[src/hw/rtl/dpbp_pkg.sv]
// shared types and constants for the depth pixel back-projection unit
// no dependencies; used by every module of the block
package dpbp_pkg;

    localparam int COORD_W        = 12;
    localparam int DEPTH_W        = 16;
    localparam int COLOR_W        = 8;
    localparam int FOCAL_W        = 24;
    localparam int CENTER_W       = 16;
    localparam int PICK_W         = 24;
    localparam int POINT_W        = 48;
    localparam int CFG_IDX_W      = 3;
    localparam int CFG_DATA_W     = 24;
    localparam int NUM_PICKS      = 3;
    localparam int SUBPIX_SHIFT   = 4;
    localparam int FRAC_SHIFT     = 20;
    localparam int COORD_BITS_DEF = 12;

    // offset d = 16*coord - center, signed
    localparam int OFFSET_W = CENTER_W + 2;
    // d * focal_inv (focal zero-extended)
    localparam int PROD1_W  = OFFSET_W + FOCAL_W + 1;
    // d * focal_inv * depth (depth zero-extended)
    localparam int PROD2_W  = PROD1_W + DEPTH_W + 1;

    localparam logic [COLOR_W-1:0] ALPHA_OPAQUE = 8'hFF;

    localparam logic [FOCAL_W-1:0]  RST_FOCAL_INV_X = 24'd45599;
    localparam logic [FOCAL_W-1:0]  RST_FOCAL_INV_Y = 24'd45599;
    localparam logic [CENTER_W-1:0] RST_CENTER_X    = 16'd4067;
    localparam logic [CENTER_W-1:0] RST_CENTER_Y    = 16'd3268;
    localparam logic [PICK_W-1:0]   RST_PICK_FIRST  = 24'd966898;
    localparam logic [PICK_W-1:0]   RST_PICK_SECOND = 24'd1171624;
    localparam logic [PICK_W-1:0]   RST_PICK_THIRD  = 24'd1437905;

    typedef enum logic [CFG_IDX_W-1:0] {
        IDX_FOCAL_INV_X = 3'd0,
        IDX_FOCAL_INV_Y = 3'd1,
        IDX_CENTER_X    = 3'd2,
        IDX_CENTER_Y    = 3'd3,
        IDX_PICK_FIRST  = 3'd4,
        IDX_PICK_SECOND = 3'd5,
        IDX_PICK_THIRD  = 3'd6
    } t_cfg_index;

    typedef struct packed {
        logic [FOCAL_W-1:0]              focal_inv_x;
        logic [FOCAL_W-1:0]              focal_inv_y;
        logic [CENTER_W-1:0]             center_x;
        logic [CENTER_W-1:0]             center_y;
        logic [NUM_PICKS-1:0][PICK_W-1:0] pick;
    } t_cfg;

    // per-stage load enables
    typedef struct packed {
        logic s1_en;
        logic s2_en;
        logic s3_en;
    } t_pipe_ctrl;

endpackage

[src/hw/rtl/dpbp_cfg_regs.sv]
// configuration register file: intrinsics and the three pick coordinates
// depends on dpbp_pkg
module dpbp_cfg_regs (
    input  logic                             i_clk,
    input  logic                             i_rst_n,
    input  logic                             i_cfg_we,
    input  logic [dpbp_pkg::CFG_IDX_W-1:0]   i_cfg_index,
    input  logic [dpbp_pkg::CFG_DATA_W-1:0]  i_cfg_data,
    output dpbp_pkg::t_cfg                   o_cfg
);

    dpbp_pkg::t_cfg r_cfg;
    dpbp_pkg::t_cfg n_cfg;

    always_comb begin
        n_cfg = r_cfg;
        if (i_cfg_we) begin
            case (dpbp_pkg::t_cfg_index'(i_cfg_index))
                dpbp_pkg::IDX_FOCAL_INV_X: begin
                    n_cfg.focal_inv_x = i_cfg_data[dpbp_pkg::FOCAL_W-1:0];
                end
                dpbp_pkg::IDX_FOCAL_INV_Y: begin
                    n_cfg.focal_inv_y = i_cfg_data[dpbp_pkg::FOCAL_W-1:0];
                end
                dpbp_pkg::IDX_CENTER_X: begin
                    n_cfg.center_x = i_cfg_data[dpbp_pkg::CENTER_W-1:0];
                end
                dpbp_pkg::IDX_CENTER_Y: begin
                    n_cfg.center_y = i_cfg_data[dpbp_pkg::CENTER_W-1:0];
                end
                dpbp_pkg::IDX_PICK_FIRST: begin
                    n_cfg.pick[0] = i_cfg_data[dpbp_pkg::PICK_W-1:0];
                end
                dpbp_pkg::IDX_PICK_SECOND: begin
                    n_cfg.pick[1] = i_cfg_data[dpbp_pkg::PICK_W-1:0];
                end
                dpbp_pkg::IDX_PICK_THIRD: begin
                    n_cfg.pick[2] = i_cfg_data[dpbp_pkg::PICK_W-1:0];
                end
                default: begin
                    // unmapped index, write dropped
                end
            endcase
        end
    end

    always_ff @(posedge i_clk) begin
        if (!i_rst_n) begin
            r_cfg.focal_inv_x <= dpbp_pkg::RST_FOCAL_INV_X;
            r_cfg.focal_inv_y <= dpbp_pkg::RST_FOCAL_INV_Y;
            r_cfg.center_x    <= dpbp_pkg::RST_CENTER_X;
            r_cfg.center_y    <= dpbp_pkg::RST_CENTER_Y;
            r_cfg.pick[0]     <= dpbp_pkg::RST_PICK_FIRST;
            r_cfg.pick[1]     <= dpbp_pkg::RST_PICK_SECOND;
            r_cfg.pick[2]     <= dpbp_pkg::RST_PICK_THIRD;
        end else begin
            r_cfg <= n_cfg;
        end
    end

    assign o_cfg = r_cfg;

endmodule

[config.mk]
export PLATFORM = sky130hd
export DESIGN_NAME = dpbp_cfg_regs
export DESIGN_NICKNAME = d
export VERILOG_FILES = /design/src/hw/rtl/dpbp_pkg.sv /design/src/hw/rtl/dpbp_cfg_regs.sv
export SDC_FILE = /design/constraint.sdc
export NUM_CORES = 1
export LEC_CHECK = 0
export ABC_AREA = 1
export BUFFER_PORTS_ARGS = -buffer_cell sky130_fd_sc_hd__buf_4
export CORE_MARGIN = 8
export CORE_UTILIZATION = 51
export CTS_CLUSTER_SIZE = 40
export DETAILED_ROUTE_END_ITERATION = 10
export PLACE_DENSITY = 0.8
export SYNTH_ARGS = -nofsm -noshare
export SYNTH_HDL_FRONTEND = slang
export SYNTH_SLANG_ARGS = --single-unit
[constraint.sdc]
create_clock -name i_clk -period 1.05 [get_ports i_clk]
set_input_delay 0.1575 -clock i_clk [delete_from_list [all_inputs] [get_ports i_clk]]
set_output_delay 0.1575 -clock i_clk [all_outputs]
set_load 0.01 [all_outputs]
==> results_dict.tcl <==
set metrics [dict create \
    status "finished clean" \
    cts_buffer_depth 2 \
    timing.final.crit_share 1.00 \
    grt_start_max_net_pins 38 \
    crit_chain "buf_6" \
    holdCritPathClass "in2reg" \
    die-area_mm2 0.0150 \
    finish.net_count 1047 \
    wl_mm 21.2 \
    insertion_delay_ps 410 \
    worstRegToRegCells 3 \
    io_buffers 181 \
    yosys_warnings 0 \
    place_congestion 0.855 \
    grtUsageMet2 0.415 \
    grt-ovfl-total 0 \
    ys_seq_area_frac 0.525 \
    finClkSkew_ps 0 \
    crit_end "o_cfg[133]" \
    dieWidth_um 123 \
    cts_buffers 17 \
    ys_types 13 \
    max_freq_mhz 952 \
    dp_cells 1116 \
    fillers 726 \
    ff2ff_setup_slack_ps 260 \
    crit_fanout 2 \
    hold_violations 0 \
    rsz0062_at_grt "yes" \
    synth_fp_nets 831 \
    fin_crit_ps 1050 \
    worst_setup_path_end_kind "primary output" \
    syn_to_final_growth_pct 55.4 \
    drc 0 \
    yosys.area.top_type_share 0.525 \
    power.density_mw_per_mm2 1560 \
    core.rowCount 39 \
    synth_area_leaders "dfxtp_1, nand2_1, nand3_1" \
    critical_path_class "reg2out" \
    grt_pass1_wl_mm 30.6 \
    setup_slack_ps 0.130 \
    die_h_um 123 \
    critical_path.top_delay_family "flip-flops" \
    grt_pass1_vias 5692 \
    drive_gt1_frac 0.403 \
    start_util 0.514 \
    syn_inst 801 \
    cp_num_buf_inv 1 \
    hpwl_mm 13.7 \
    grt_busiest_layer "met2" \
    critPathSlowestCell "dfxtp_2" \
    antenna_left 0 \
    cp.arrival_ps 890 \
    post_drt_wl_per_cell_um 18.1 \
    largest_register_ffs 152 \
    seq_area_mm2 0.00322 \
    grt.total_usage 0.263 \
    cts_tree "done" \
    ys_ff_latch 152 \
    io_pins 182 \
    maxCapViolations 0 \
    drt_iter0_drc 804 \
    rr_startpoint "o_cfg[86]" \
    cts_root_buf "clkbuf_16" \
    synth_area_leader_cell "dfxtp_1" \
    path_clk_slew_ps 60 \
    grt.met1_usage 0.319 \
    fin_util 0.799 \
    path_depth 1 \
    final-setup-viol-count 0 \
    worstReg2RegEnd "o_cfg[86]" \
    vias_per_cell 5.30 \
    multiInputGateArea_mm2 0.00241 \
    setup.worst_path.start "o_cfg[133]" \
    clock_sinks 152 \
    cts_max_level 4 \
    num_antenna_cells 0 \
    vdd_drop_max_uv 977 \
    slew_violations 0 \
    met3_usage 0.0828 \
    setup_tns_ps 0 \
    pre_cts_ws_ps -105 \
    leakage_nw 4.22 \
    antenna_found_initial 0 \
    drtPass1Iterations 8 \
    coreArea_mm2 0.0113 \
    avgSynthCellArea_um2 7.24 \
    synthesis.area_mm2 0.00580 \
    finalNonFillerCells 1173 \
    cp_slowest_stage_delay_ps 360 \
    vias 6220 \
    worst_pin_slew_ps 395 \
    start_kind "flop" \
    slew_headroom 0.736 \
    cp.required_ps 890 \
]
==> how the worst min path moves through the flow <==
stage | start | endpoint | slack (ps) | cells past startpoint
2_1_floorplan | i_cfg_data[0] | o_cfg[104] | 270 | 2
3_3_place_gp | i_cfg_data[8] | o_cfg[96] | 360 | 3
3_5_place_dp | i_cfg_data[8] | o_cfg[96] | 380 | 3
4_1_cts | i_cfg_data[1] | o_cfg[89] | 2 | 3
5_1_grt | i_cfg_data[1] | o_cfg[105] | 20 | 3
6_report | i_cfg_data[1] | o_cfg[105] | 20 | 3
==> layout make-up <==
| type | count | area share |
|---|---|---|
| repair buffers | 245 | 0.278 |
| flip-flops and latches | 152 | 0.357 |
| clock buffers | 21 | 0.0511 |
| multi-input cells | 571 | 0.267 |
| clock inverters | 11 | 0.0136 |
| well taps | 143 | 0.0199 |
| inverters | 30 | 0.0133 |
==> power by group <==
group          internal [mW]  total [mW]  switching, mW
logic                  0.805        1.75          0.945
clock network           3.63        6.10           2.48
registers               6.01        6.16          0.149
total                   10.4        14.0           3.57
==> cell usage after synthesis (all sizes together) <==
cell type	number
buf	41
clkbuf	7
dfxtp	152
inv	30
nand2	226
nand3	152
nor2	193
==> kinds of logic (layout without fill, tap and decap cells) <==
family / after synthesis / in the layout / synth area share
simple gates: 571 / 571 / 0.414
buf+inv: 78 / 307 / 0.0611
flops: 152 / 152 / 0.525
==> metal layers <==
metal | share of wire | up-vias
met1 | 0.38 | 2897
met4 | 0.034 | 0
met3 | 0.11 | 54
met5 | 0 | -
li1 | - | 2943
met2 | 0.48 | 326
==> cells in the final DEF, fill, tap and decap left out <==
master	Yosys	final
clkbuf_1	7	2
inv_6	0	1
nand2_2	3	3
clkbuf_8	0	2
nor2_1	184	183
inv_2	4	4
nand2_1	223	223
nand3_1	152	152
bufinv_16	0	2
clkbuf_16	0	17
buf_12	0	17
inv_1	26	24
buf_4	8	103
buf_6	0	109
nor2_4	7	8
dfxtp_2	0	135
dfxtp_1	152	15
clkinv_2	0	3
clkinv_4	0	1
clkinvlp_4	0	6
dfxtp_4	0	2
nor2_2	2	2
dlygate4sd3_1	0	16
==> through the flow <==
step,hold slack (ps),total power [mW],area (um^2)
2_1_floorplan,271,6.95,5800
3_3_place_gp,365,7.73,7600
3_5_place_dp,380,7.77,7600
4_1_cts,2.02,13.8,8450
5_1_grt,24.3,14.4,9010
6_report,16.3,14.0,9010
==> what timing repair did <==
| item | 4_1_cts | 5_1_grt |
|---|---|---|
| gates resized for setup | 61 | 189 |
| endpoints found under the hold margin | 35 | 0 |
| buffers inserted | 1 | 8 |
| setup endpoints to repair | 53 | 138 |
| hold buffers | 16 | 0 |
Power figures use the tool's default switching activity.
