[src/hw/rtl/dpbp_pkg.sv]
// shared types and constants for the depth pixel back-projection unit
// no dependencies; used by every module of the block
package dpbp_pkg;

    localparam int COORD_W        = 12;
    localparam int DEPTH_W        = 16;
    localparam int COLOR_W        = 8;
    localparam int FOCAL_W        = 24;
    localparam int CENTER_W       = 16;
    localparam int PICK_W         = 24;
    localparam int POINT_W        = 48;
    localparam int CFG_IDX_W      = 3;
    localparam int CFG_DATA_W     = 24;
    localparam int NUM_PICKS      = 3;
    localparam int SUBPIX_SHIFT   = 4;
    localparam int FRAC_SHIFT     = 20;
    localparam int COORD_BITS_DEF = 12;

    // offset d = 16*coord - center, signed
    localparam int OFFSET_W = CENTER_W + 2;
    // d * focal_inv (focal zero-extended)
    localparam int PROD1_W  = OFFSET_W + FOCAL_W + 1;
    // d * focal_inv * depth (depth zero-extended)
    localparam int PROD2_W  = PROD1_W + DEPTH_W + 1;

    localparam logic [COLOR_W-1:0] ALPHA_OPAQUE = 8'hFF;

    localparam logic [FOCAL_W-1:0]  RST_FOCAL_INV_X = 24'd45599;
    localparam logic [FOCAL_W-1:0]  RST_FOCAL_INV_Y = 24'd45599;
    localparam logic [CENTER_W-1:0] RST_CENTER_X    = 16'd4067;
    localparam logic [CENTER_W-1:0] RST_CENTER_Y    = 16'd3268;
    localparam logic [PICK_W-1:0]   RST_PICK_FIRST  = 24'd966898;
    localparam logic [PICK_W-1:0]   RST_PICK_SECOND = 24'd1171624;
    localparam logic [PICK_W-1:0]   RST_PICK_THIRD  = 24'd1437905;

    typedef enum logic [CFG_IDX_W-1:0] {
        IDX_FOCAL_INV_X = 3'd0,
        IDX_FOCAL_INV_Y = 3'd1,
        IDX_CENTER_X    = 3'd2,
        IDX_CENTER_Y    = 3'd3,
        IDX_PICK_FIRST  = 3'd4,
        IDX_PICK_SECOND = 3'd5,
        IDX_PICK_THIRD  = 3'd6
    } t_cfg_index;

    typedef struct packed {
        logic [FOCAL_W-1:0]              focal_inv_x;
        logic [FOCAL_W-1:0]              focal_inv_y;
        logic [CENTER_W-1:0]             center_x;
        logic [CENTER_W-1:0]             center_y;
        logic [NUM_PICKS-1:0][PICK_W-1:0] pick;
    } t_cfg;

    // per-stage load enables
    typedef struct packed {
        logic s1_en;
        logic s2_en;
        logic s3_en;
    } t_pipe_ctrl;

endpackage

[src/hw/rtl/dpbp_offset_stage.sv]
// first pipeline stage: pick match, depth check and principal point offsets
// depends on dpbp_pkg
module dpbp_offset_stage #(
    parameter int COORD_BITS = dpbp_pkg::COORD_BITS_DEF
) (
    input  logic                                 i_clk,
    input  logic                                 i_en,
    input  dpbp_pkg::t_cfg                       i_cfg,
    input  logic [dpbp_pkg::COORD_W-1:0]         i_pixel_row,
    input  logic [dpbp_pkg::COORD_W-1:0]         i_pixel_col,
    input  logic [dpbp_pkg::DEPTH_W-1:0]         i_depth_mm,
    output logic                                 o_hit,
    output logic signed [dpbp_pkg::OFFSET_W-1:0] o_dx,
    output logic signed [dpbp_pkg::OFFSET_W-1:0] o_dy
);

    localparam int CMP_BITS = (COORD_BITS < dpbp_pkg::COORD_W) ? COORD_BITS
                                                                 : dpbp_pkg::COORD_W;
    localparam logic [dpbp_pkg::COORD_W-1:0] CMASK =
        dpbp_pkg::COORD_W'((1 << CMP_BITS) - 1);

    logic [dpbp_pkg::COORD_W-1:0]   w_row;
    logic [dpbp_pkg::COORD_W-1:0]   w_col;
    logic [dpbp_pkg::NUM_PICKS-1:0] w_match;
    logic                           r_hit;
    logic signed [dpbp_pkg::OFFSET_W-1:0] r_dx;
    logic signed [dpbp_pkg::OFFSET_W-1:0] r_dy;
    logic signed [dpbp_pkg::OFFSET_W-1:0] n_dx;
    logic signed [dpbp_pkg::OFFSET_W-1:0] n_dy;

    assign w_row = i_pixel_row & CMASK;
    assign w_col = i_pixel_col & CMASK;

    // pick layout: row in the upper coordinate field, column in the lower
    always_comb begin
        for (int i = 0; i < dpbp_pkg::NUM_PICKS; i++) begin
            w_match[i] =
                ((i_cfg.pick[i][2*dpbp_pkg::COORD_W-1:dpbp_pkg::COORD_W] & CMASK) == w_row)
                && ((i_cfg.pick[i][dpbp_pkg::COORD_W-1:0] & CMASK) == w_col);
        end
    end

    // offsets in 1/16 pixel
    assign n_dx = $signed({2'b00, w_col, {dpbp_pkg::SUBPIX_SHIFT{1'b0}}})
                - $signed({2'b00, i_cfg.center_x});
    assign n_dy = $signed({2'b00, w_row, {dpbp_pkg::SUBPIX_SHIFT{1'b0}}})
                - $signed({2'b00, i_cfg.center_y});

    always_ff @(posedge i_clk) begin
        if (i_en) begin
            r_hit <= (|w_match) && (i_depth_mm != '0);
            r_dx  <= n_dx;
            r_dy  <= n_dy;
        end
    end

    assign o_hit = r_hit;
    assign o_dx  = r_dx;
    assign o_dy  = r_dy;

endmodule

[config.mk]
export PLATFORM = sky130hd
export DESIGN_NAME = dpbp_offset_stage
export DESIGN_NICKNAME = d
export VERILOG_FILES = /design/src/hw/rtl/dpbp_pkg.sv /design/src/hw/rtl/dpbp_offset_stage.sv
export SDC_FILE = /design/constraint.sdc
export NUM_CORES = 1
export LEC_CHECK = 0
export BUFFER_PORTS_ARGS = -buffer_cell sky130_fd_sc_hd__buf_4
export CAP_MARGIN = 20
export CORE_AREA = 2 2 87 98
export CTS_BUF_LIST = sky130_fd_sc_hd__clkbuf_4 sky130_fd_sc_hd__clkbuf_8
export DETAILED_ROUTE_END_ITERATION = 16
export DIE_AREA = 0 0 89 100
export PLACE_DENSITY_LB_ADDON = 0.12
export SKIP_CTS_REPAIR_TIMING = 1
export SLEW_MARGIN = 20
export SYNTH_ARGS = -nofsm -noshare
export SYNTH_HDL_FRONTEND = slang
export SYNTH_SLANG_ARGS = --single-unit
export TNS_END_PERCENT = 100
[constraint.sdc]
create_clock -name i_clk -period 4.8 [get_ports i_clk]
set_input_delay 0.48 -clock i_clk [delete_from_list [all_inputs] [get_ports i_clk]]
set_output_delay 0.48 -clock i_clk [all_outputs]
set_load 0.01 [all_outputs]
==> results.cfg <==
[status]
status = complete, no violations

[worst_hold_path]
min_from = i_cfg[72]
hold_end = o_dy[0]
hp-class = in -> reg
min_path_cells = 1

[grt]
antenna_found_initial = 0
top_usage_layer = met2
grt_pass1_wl_um = 14700
grt.met1_usage_pct = 26.3
use_met3_pct = 4.69
met2_usage_pct = 39.0
grt_pass1_vias = 3046
track_usage_pct = 22.1
grt.overflow.total = 0
grt_max_degree = 36

[die]
die_h_um = 100
die_w_um = 89
io_pins = 231
core.rowCount = 35
start_util_pct = 39.4
core-area_mm2 = 0.00806
dieArea_mm2 = 0.00890

[route]
antenna_left = 0
detail_route.wirelength_um = 9830
drt_iter0_drc = 90
via_per_inst = 4.89
drc_errors = 0
wl_per_cell_um = 15.7
vias = 3059
firstDrtPassIters = 4

[power_and_ir_drop]
power.density_mw_per_mm2 = 231
net-switching-power_uw = 323
power.leakage_uw = 0.00221
ir_drop_mv = 0.111
clock_power_share_pct = 24.0
p_int_uw = 779
swShare_pct = 29.3
power_frac_comb_pct = 39.3
seq_power_share_pct = 36.7
power_uw = 1100

[cells_and_area]
layout_commonest_cell = buf_4
syn2layout_area_growth_pct = 50.3
n_fill_cell = 733
final_layout_size_suffix_gt1_share_pct = 37.3
final_area_mm2 = 0.00477
layout_common_cells = buf_4 (182), xnor2_1 (68), edfxtp_1 (35)
fin_nets = 734
utilization_pct = 59.2
diodes = 0

[worst_setup_path]
path_cells = buf_4 -> ha_1 -> and4bb_1 -> nor4_1 -> o41ai_2 -> nand4_1 -> a32oi_2 -> a31oi_1
critPathCaptureType = flip-flop
crit_slowest_cell = o41ai_2
max_stage_delay_ns = 0.39
arrival_ns = 2.23
required_ns = 4.84
crit_type = in -> reg
crit_fanout = 4
cp-start-kind = primary input

[placement]
port_buffers = 182
hpwl_um = 8340
gp_congestion = 0.866
dpl_cell_area_mm2 = 0.00466
dpl_worst_slack_ns = 2.30

[yosys]
syn_area_mm2 = 0.00317
syn_nets = 547
syn_inst = 327
synth.avg_cell_area_um2 = 9.71
ys_seq_area_share_pct = 33.1
ys_warn_count = 0
ys_types = 38
synth-seq-cells = 35

[clock_network]
cts_root_buf = clkbuf_8
clk_pin_slew_ns = 0.08
cts_sinks = 35
clockBufferDepth = 2
cts_buffers = 5
tritoncts = done
htreeDepth = 2

[sta]
fin_crit_sh_pct = 45.8
setup_viol = 0
finalMaxSlewViolations = 0
max_clock_freq_mhz = 455
period_minus_slack_ns = 2.20
rsz0062_at_grt = no
worst_slew_pin_slew_ns = 0.490
hold_viol = 0
max-slew-margin-rel_pct = 67.3
tns_ns = 0
setup_ws_ns = 2.60

[job]
cap_violations = 0
[sequential cells by signal, indices dropped and copies added (netlist names)]
name / flops
o_dx: 17
o_dy: 17
o_hit: 1
[through the flow]
step           cells  hold WS [ns]
2_1_floorplan    327         0.579
3_3_place_gp     618         0.685
3_5_place_dp     618         0.689
4_1_cts          626         0.380
5_1_grt          626         0.379
6_report         626         0.390
[power groups by stage]
stage	clock network [uW]	logic, uW	registers [uW]
final	265	433	404
after global routing	281	472	408
after CTS	272	436	405
after detailed placement	0	434	410
after global placement	0	429	411
after floorplan	0	190	433
[area by class of cell]
| type | count | area, um2 | area share [%] |
|---|---|---|---|
| well taps | 111 | 139 | 2.91 |
| flip-flops and latches | 35 | 1050 | 22.0 |
| inverters | 32 | 120 | 2.52 |
| clock inverters | 3 | 38.8 | 0.813 |
| repair buffers | 182 | 1370 | 28.6 |
| clock buffers | 5 | 68.8 | 1.44 |
| multi-input cells | 258 | 1990 | 41.7 |
[logic make-up (layout without fill, tap and decap cells)]
logic type	count (synthesis)	in the layout	share of synthesized area, %
AOI/OAI and AO/OA	49	49	10.7
xor gates and xnor gates	97	97	26.8
buffers and inverters	34	222	4.26
adders and majority gates	26	26	10.2
DFF	35	35	33.1
and+or+nand+nor	85	85	14.6
muxes	1	1	0.315
[how the worst max path moves through the flow]
stage / from / end
after global routing: i_pixel_row[0] / o_dy[16]
after global placement: i_pixel_row[0] / o_dy[14]
after detailed placement: i_pixel_row[0] / o_dy[16]
after floorplan: i_cfg[76] / o_dy[16]
final: i_pixel_row[0] / o_dy[16]
after CTS: i_pixel_row[0] / o_dy[16]
[Yosys cell counts]
cell type	n	share of area (%)
o21ai_0	7	1.1
and2_1	1	0.20
a21oi_1	11	1.7
nor4_1	15	3.0
o211ai_1	1	0.24
o41ai_1	1	0.28
and4bb_1	2	0.79
nand2_1	15	1.8
nand3b_1	2	0.47
nand3_1	4	0.63
a32oi_2	1	0.51
buf_4	2	0.47
o41ai_2	1	0.51
and4_1	2	0.55
a41o_1	1	0.32
nand4_1	15	3.0
a211o_1	1	0.28
a221oi_1	2	0.55
edfxtp_1	35	33
and3_1	1	0.20
a31oi_1	6	1.2
xor2_1	29	8.0
mux2i_1	1	0.32
o21a_1	2	0.47
o221a_2	1	0.35
nor3_1	3	0.47
inv_1	32	3.8
o21ai_1	2	0.32
a21o_1	9	2.1
a21boi_1	1	0.24
o2111ai_1	1	0.28
nor3b_1	2	0.47
nor2_1	18	2.1
xnor2_1	68	19
ha_1	26	10
or3_1	2	0.39
nand2b_1	3	0.59
a22oi_1	1	0.24
[critical path: cells and delay by family]
kind                       cells  cell delay (ns)
and+or+nand+nor                3             0.51
adders and majority gates      1             0.30
AOI/OAI and AO/OA              3             0.80
buffers and inverters          1             0.14
[metal layers]
layer / up-vias / part of all wire, % / wire [um]
li1: 1547 / - / -
met1: 1382 / 39 / 3790
met2: 115 / 51 / 5030
met3: 15 / 7.8 / 763
met4: 0 / 2.5 / 246
met5: - / 0 / 0
Note: power is estimated with default switching activity, not from simulation.
