$ cat src/hw/rtl/dpbp_pkg.sv
// shared types and constants for the depth pixel back-projection unit
// no dependencies; used by every module of the block
package dpbp_pkg;

    localparam int COORD_W        = 12;
    localparam int DEPTH_W        = 16;
    localparam int COLOR_W        = 8;
    localparam int FOCAL_W        = 24;
    localparam int CENTER_W       = 16;
    localparam int PICK_W         = 24;
    localparam int POINT_W        = 48;
    localparam int CFG_IDX_W      = 3;
    localparam int CFG_DATA_W     = 24;
    localparam int NUM_PICKS      = 3;
    localparam int SUBPIX_SHIFT   = 4;
    localparam int FRAC_SHIFT     = 20;
    localparam int COORD_BITS_DEF = 12;

    // offset d = 16*coord - center, signed
    localparam int OFFSET_W = CENTER_W + 2;
    // d * focal_inv (focal zero-extended)
    localparam int PROD1_W  = OFFSET_W + FOCAL_W + 1;
    // d * focal_inv * depth (depth zero-extended)
    localparam int PROD2_W  = PROD1_W + DEPTH_W + 1;

    localparam logic [COLOR_W-1:0] ALPHA_OPAQUE = 8'hFF;

    localparam logic [FOCAL_W-1:0]  RST_FOCAL_INV_X = 24'd45599;
    localparam logic [FOCAL_W-1:0]  RST_FOCAL_INV_Y = 24'd45599;
    localparam logic [CENTER_W-1:0] RST_CENTER_X    = 16'd4067;
    localparam logic [CENTER_W-1:0] RST_CENTER_Y    = 16'd3268;
    localparam logic [PICK_W-1:0]   RST_PICK_FIRST  = 24'd966898;
    localparam logic [PICK_W-1:0]   RST_PICK_SECOND = 24'd1171624;
    localparam logic [PICK_W-1:0]   RST_PICK_THIRD  = 24'd1437905;

    typedef enum logic [CFG_IDX_W-1:0] {
        IDX_FOCAL_INV_X = 3'd0,
        IDX_FOCAL_INV_Y = 3'd1,
        IDX_CENTER_X    = 3'd2,
        IDX_CENTER_Y    = 3'd3,
        IDX_PICK_FIRST  = 3'd4,
        IDX_PICK_SECOND = 3'd5,
        IDX_PICK_THIRD  = 3'd6
    } t_cfg_index;

    typedef struct packed {
        logic [FOCAL_W-1:0]              focal_inv_x;
        logic [FOCAL_W-1:0]              focal_inv_y;
        logic [CENTER_W-1:0]             center_x;
        logic [CENTER_W-1:0]             center_y;
        logic [NUM_PICKS-1:0][PICK_W-1:0] pick;
    } t_cfg;

    // per-stage load enables
    typedef struct packed {
        logic s1_en;
        logic s2_en;
        logic s3_en;
    } t_pipe_ctrl;

endpackage

$ cat src/hw/rtl/dpbp_project_lane.sv
// one axis of the projection: offset * focal_inv, then * depth, floor shift
// depends on dpbp_pkg; two stages, one multiplier each
module dpbp_project_lane (
    input  logic                                 i_clk,
    input  logic                                 i_en_s2,
    input  logic                                 i_en_s3,
    input  logic signed [dpbp_pkg::OFFSET_W-1:0] i_offset,
    input  logic [dpbp_pkg::FOCAL_W-1:0]         i_focal_inv,
    input  logic [dpbp_pkg::DEPTH_W-1:0]         i_depth_s2,
    input  logic                                 i_hit_s2,
    output logic signed [dpbp_pkg::POINT_W-1:0]  o_coord
);

    logic signed [dpbp_pkg::PROD1_W-1:0] w_prod1;
    logic signed [dpbp_pkg::PROD1_W-1:0] r_prod1;
    logic signed [dpbp_pkg::PROD2_W-1:0] w_prod2;
    logic signed [dpbp_pkg::POINT_W-1:0] w_coord;
    logic signed [dpbp_pkg::POINT_W-1:0] r_coord;

    assign w_prod1 = dpbp_pkg::PROD1_W'(i_offset)
                   * dpbp_pkg::PROD1_W'($signed({1'b0, i_focal_inv}));
    assign w_prod2 = dpbp_pkg::PROD2_W'(r_prod1)
                   * dpbp_pkg::PROD2_W'($signed({1'b0, i_depth_s2}));

    // dropping the fraction bits of a signed value rounds toward minus infinity
    assign w_coord = dpbp_pkg::POINT_W'(
        $signed(w_prod2[dpbp_pkg::PROD2_W-1:dpbp_pkg::FRAC_SHIFT]));

    always_ff @(posedge i_clk) begin
        if (i_en_s2) begin
            r_prod1 <= w_prod1;
        end
        if (i_en_s3) begin
            r_coord <= i_hit_s2 ? w_coord : '0;
        end
    end

    assign o_coord = r_coord;

endmodule

$ cat config.mk
export PLATFORM = sky130hd
export DESIGN_NAME = dpbp_project_lane
export DESIGN_NICKNAME = d
export VERILOG_FILES = /design/src/hw/rtl/dpbp_pkg.sv /design/src/hw/rtl/dpbp_project_lane.sv
export SDC_FILE = /design/constraint.sdc
export NUM_CORES = 2
export LEC_CHECK = 0
export BUFFER_PORTS_ARGS = -buffer_cell sky130_fd_sc_hd__buf_2
export CAP_MARGIN = 20
export CORE_ASPECT_RATIO = 2
export CORE_UTILIZATION = 25
export DETAILED_ROUTE_END_ITERATION = 6
export PLACE_DENSITY_LB_ADDON = 0.08
export SLEW_MARGIN = 40
export SYNTH_ARGS = -nofsm -noshare
export SYNTH_HDL_FRONTEND = slang
export SYNTH_SLANG_ARGS = --single-unit
$ cat constraint.sdc
create_clock -name i_clk -period 6.6 [get_ports i_clk]
set_clock_uncertainty 0.2 [all_clocks]
set_input_delay 0.66 -clock i_clk [delete_from_list [all_inputs] [get_ports i_clk]]
set_output_delay 0.66 -clock i_clk [all_outputs]
set_load 0.01 [all_outputs]
==> results.md <==
- Summing the sequential cell areas from Yosys gives 6.17% of the chip area.
- The final HPWL from detailed placement is 138000 um.
- Counting flops and latches in the post-synthesis netlist gives 83.
- The data arrival at the endpoint of the critical path is 6.79 ns.
- Along the worst path, the maximum fanout reaches 9.
- The leftover overflow at the end of global routing is 0.
- Counting I/O delays and the setup requirement, the final critical path takes 6.83 ns.
- The count of cells along the worst hold path is 1.
- The depth of the most critical reg-to-reg path is 24.
- The x dimension of the die is 286 um.
- The area added between synthesis and finish is 25.6%.
- The cell area after technology mapping is 0.0404 mm2.
- The die covers 0.163 mm2.
- The final-report setup violation count is 29.
- The pre-CTS setup slack is -1.20 ns.
- The via density per instance is 4.33.
- Across all setup checks in the final design, the least slack found is -0.234 ns.
- By count the netlist is led by sky130_fd_sc_hd__inv_1, sky130_fd_sc_hd__fa_1, sky130_fd_sc_hd__nand2_1.
- Of the post-synthesis cell area, the dominant cell type holds 49.2%.
- The cell type with the largest total area after synthesis is sky130_fd_sc_hd__fa_1.
- In this run, CTS created clock tree buffers numbering 9.
- The number of remaining DRC errors is 0.
- From bottom edge to top edge, the die measures 571 um.
- The number of max-cap violations is 0.
- TritonCTS built the clock tree.
- The distinct cell type count after synthesis is 60.
- The DRC violation total after the first TritonRoute iteration is 913.
- The first-pass GRT wire length is 229000 um.
- The count of buffers added on input and output ports is 109.
- The number of synthesized flops with an enable pin is 83.
- The checks that failed: negative setup slack.
- The post-synth net total is 5884.
- In this run the remaining antenna-violating nets after routing total 0.
- The first detailed-routing pass ran for 5 iterations.
- The congestion estimate from routability-driven global placement came to 0.833.
- The average size of a mapped cell is 8.89 um2.
- At the worst endpoint, the required time is 6.56 ns.
- By area the synthesized netlist is led by sky130_fd_sc_hd__fa_1, sky130_fd_sc_hd__inv_1, sky130_fd_sc_hd__ha_1.
- Clock tree synthesis selected as its root buffer the cell sky130_fd_sc_hd__clkbuf_16.
- The core outline area is 0.161 mm2.
- The startpoint-to-endpoint class of the critical path is in2reg.
- The most frequent cell after synthesis is sky130_fd_sc_hd__inv_1.
- The critical path endpoint category is a flip-flop.
- The run finished, with violations left.
- The dominant synthesized flop cell is sky130_fd_sc_hd__edfxtp_1.
- The routed wirelength normalized by instance count is 21.1 um.
- The pin count of the biggest net entering global routing is 44.
- In the final timing run, aggregate negative setup slack is -3.05 ns.
- Setup repair after global routing could not meet its margin everywhere.
- In this run the cell area measured after placement is 0.0483 mm2.
- The final worst-path cycle share is 104%.
- STA classifies the critical path startpoint as an input pin.
- Summing over every cut layer, the via total after detailed routing is 31400.
- The final layout contains routed wiring with a total length of 153000 um.
- Global routing consumed, over all layers together, 19.3% of the routing resources.
- The count of warnings emitted by yosys is 0.
- The number of pins exceeding their max-slew limit in the final report was 0.
- The initial antenna violation count is 8.
- The number of rows created at floorplan is 208.
- The final hold violation count is 0.
- Static timing analysis puts the maximum clock frequency at 146 MHz.
- In this run the worst hold path is classified as in2reg.
- The tree built by TritonCTS fans out to 83 sinks.
- The number of nets in the layout is 6468.
- In this run the tightest slew margin relative to its limit is 57.0%.
- The clock insertion delay at the later pin of the skew report is 0.42 ns.
- 110 I/O pins were placed.
- The clock-pin slew of the registers on the worst-case setup and hold paths is 0.08 ns.
- With fillers left out, the area of the finished cells amounts to 0.0507 mm2.
- The maximum clock path buffer count is 2.
- The cell count after synthesis came out at 4547.
- After synthesis, the share of flip-flops with an asynchronous set or reset is 0%.
- The H-tree was split into 3 levels.
- The slew at the pin closest to its max-slew limit is 0.645 ns.
- The layout cell share with drive strength beyond 1 is 20.5%.
- The via count of the first global-routing pass is 37200.
- The starting density of the core is 25.2%.
-- final cells by class --
type	instances	area (um2)
flip-flops and latches	83	2490
inverters	1212	4550
multi-input cells	3032	33800
fillers	17100	110000
repair buffers	793	6910
clock buffers	9	225
well taps	2100	2630
diodes	7	17.5
clock inverters	7	80.1
-- stage by stage --
stage | instances | utilization, % | hold slack (ns)
finish | 7243 | 31.6 | 0.554
global placement | 7166 | 30.1 | 0.870
detailed placement | 7166 | 30.1 | 0.874
CTS | 7211 | 31.1 | 0.544
floorplan | 4547 | - | 0.572
global route | 7243 | 31.6 | 0.569
-- layer usage --
layer | wire [um] | GRT usage [%] | vias to the layer above | part of all wire (%)
met5 | 32 | 0 | - | 0.021
li1 | - | - | 14300 | -
met1 | 42700 | 15.0 | 16300 | 28
met3 | 2370 | 1.11 | 266 | 1.6
met2 | 98400 | 44.3 | 468 | 64
met4 | 9320 | 9.99 | 6 | 6.1
-- critical path, stage by stage --
cell and delay (ns):
sky130_fd_sc_hd__buf_2 0.19, sky130_fd_sc_hd__buf_6 0.19, sky130_fd_sc_hd__nand2_1 0.09, sky130_fd_sc_hd__fa_1 0.54
sky130_fd_sc_hd__inv_1 0.05, sky130_fd_sc_hd__fa_1 0.52, sky130_fd_sc_hd__fa_2 0.47, sky130_fd_sc_hd__fa_1 0.53
sky130_fd_sc_hd__fa_1 0.53, sky130_fd_sc_hd__inv_2 0.04, sky130_fd_sc_hd__fa_2 0.61, sky130_fd_sc_hd__inv_2 0.06
sky130_fd_sc_hd__ha_4 0.28, sky130_fd_sc_hd__nand4_1 0.24, sky130_fd_sc_hd__nor4_2 0.43, sky130_fd_sc_hd__buf_4 0.19
sky130_fd_sc_hd__o2111ai_2 0.10, sky130_fd_sc_hd__buf_6 0.17, sky130_fd_sc_hd__nand3_4 0.10, sky130_fd_sc_hd__a31oi_4 0.14
sky130_fd_sc_hd__a21oi_4 0.22, sky130_fd_sc_hd__o21a_1 0.20, sky130_fd_sc_hd__xnor2_1 0.15, sky130_fd_sc_hd__nor2_1 0.07
-- cell usage in the layout (no fill, tap or decap), drive strengths merged, types with 24 or more instances in the layout --
master  netlist  layout
buf          11     788
xnor2        56      56
inv        1211    1215
nand3        25      25
a21o         30      30
and2        408     408
a21oi       110     110
nand2       760     760
xor2         24      24
nor2         89      89
edfxtp       83      83
fa          993     993
ha          282     282
o21ai        55      55
-- registers in the layout, indices dropped and copies added, names as in the netlist --
name and count:
o_coord 40, r_prod1 43
-- worst paths after layout --
kind | slack [ns] | end | startpoint
setup / recovery | -0.23 | o_coord[29]$_SDFFCE_PN0P_ | i_depth_s2[8]
hold / removal | 0.55 | o_coord[9]$_SDFFCE_PN0P_ | i_en_s3
setup reg to reg | -0.23 | o_coord[29]$_SDFFCE_PN0P_ | r_prod1[12]$_DFFE_PP_
hold reg to reg | 1.93 | o_coord[39]$_SDFFCE_PN0P_ | r_prod1[42]$_DFFE_PP_
-- timing repair --
action / CTS / global route
gates cloned: 0 / 1
buffers inserted: 40 / 33
gates resized for setup: 256 / 148
endpoints found under the setup margin: 48 / 50
pin swaps: 122 / 128
hold buffers: 0 / 0
-- kinds of logic after synthesis --
kind of cell | synth area share (%)
AND/OR/NAND/NOR | 15.9
buffers and inverters | 13.4
multiplexers | 0.124
flip-flops | 6.17
XOR/XNOR | 1.73
adder cells (fa/ha/maj) | 57.9
AO/OA/AOI/OAI | 4.78
Power is not shown: default switching activity piles up to over one toggle a cycle in this logic, so the estimate is an artifact.
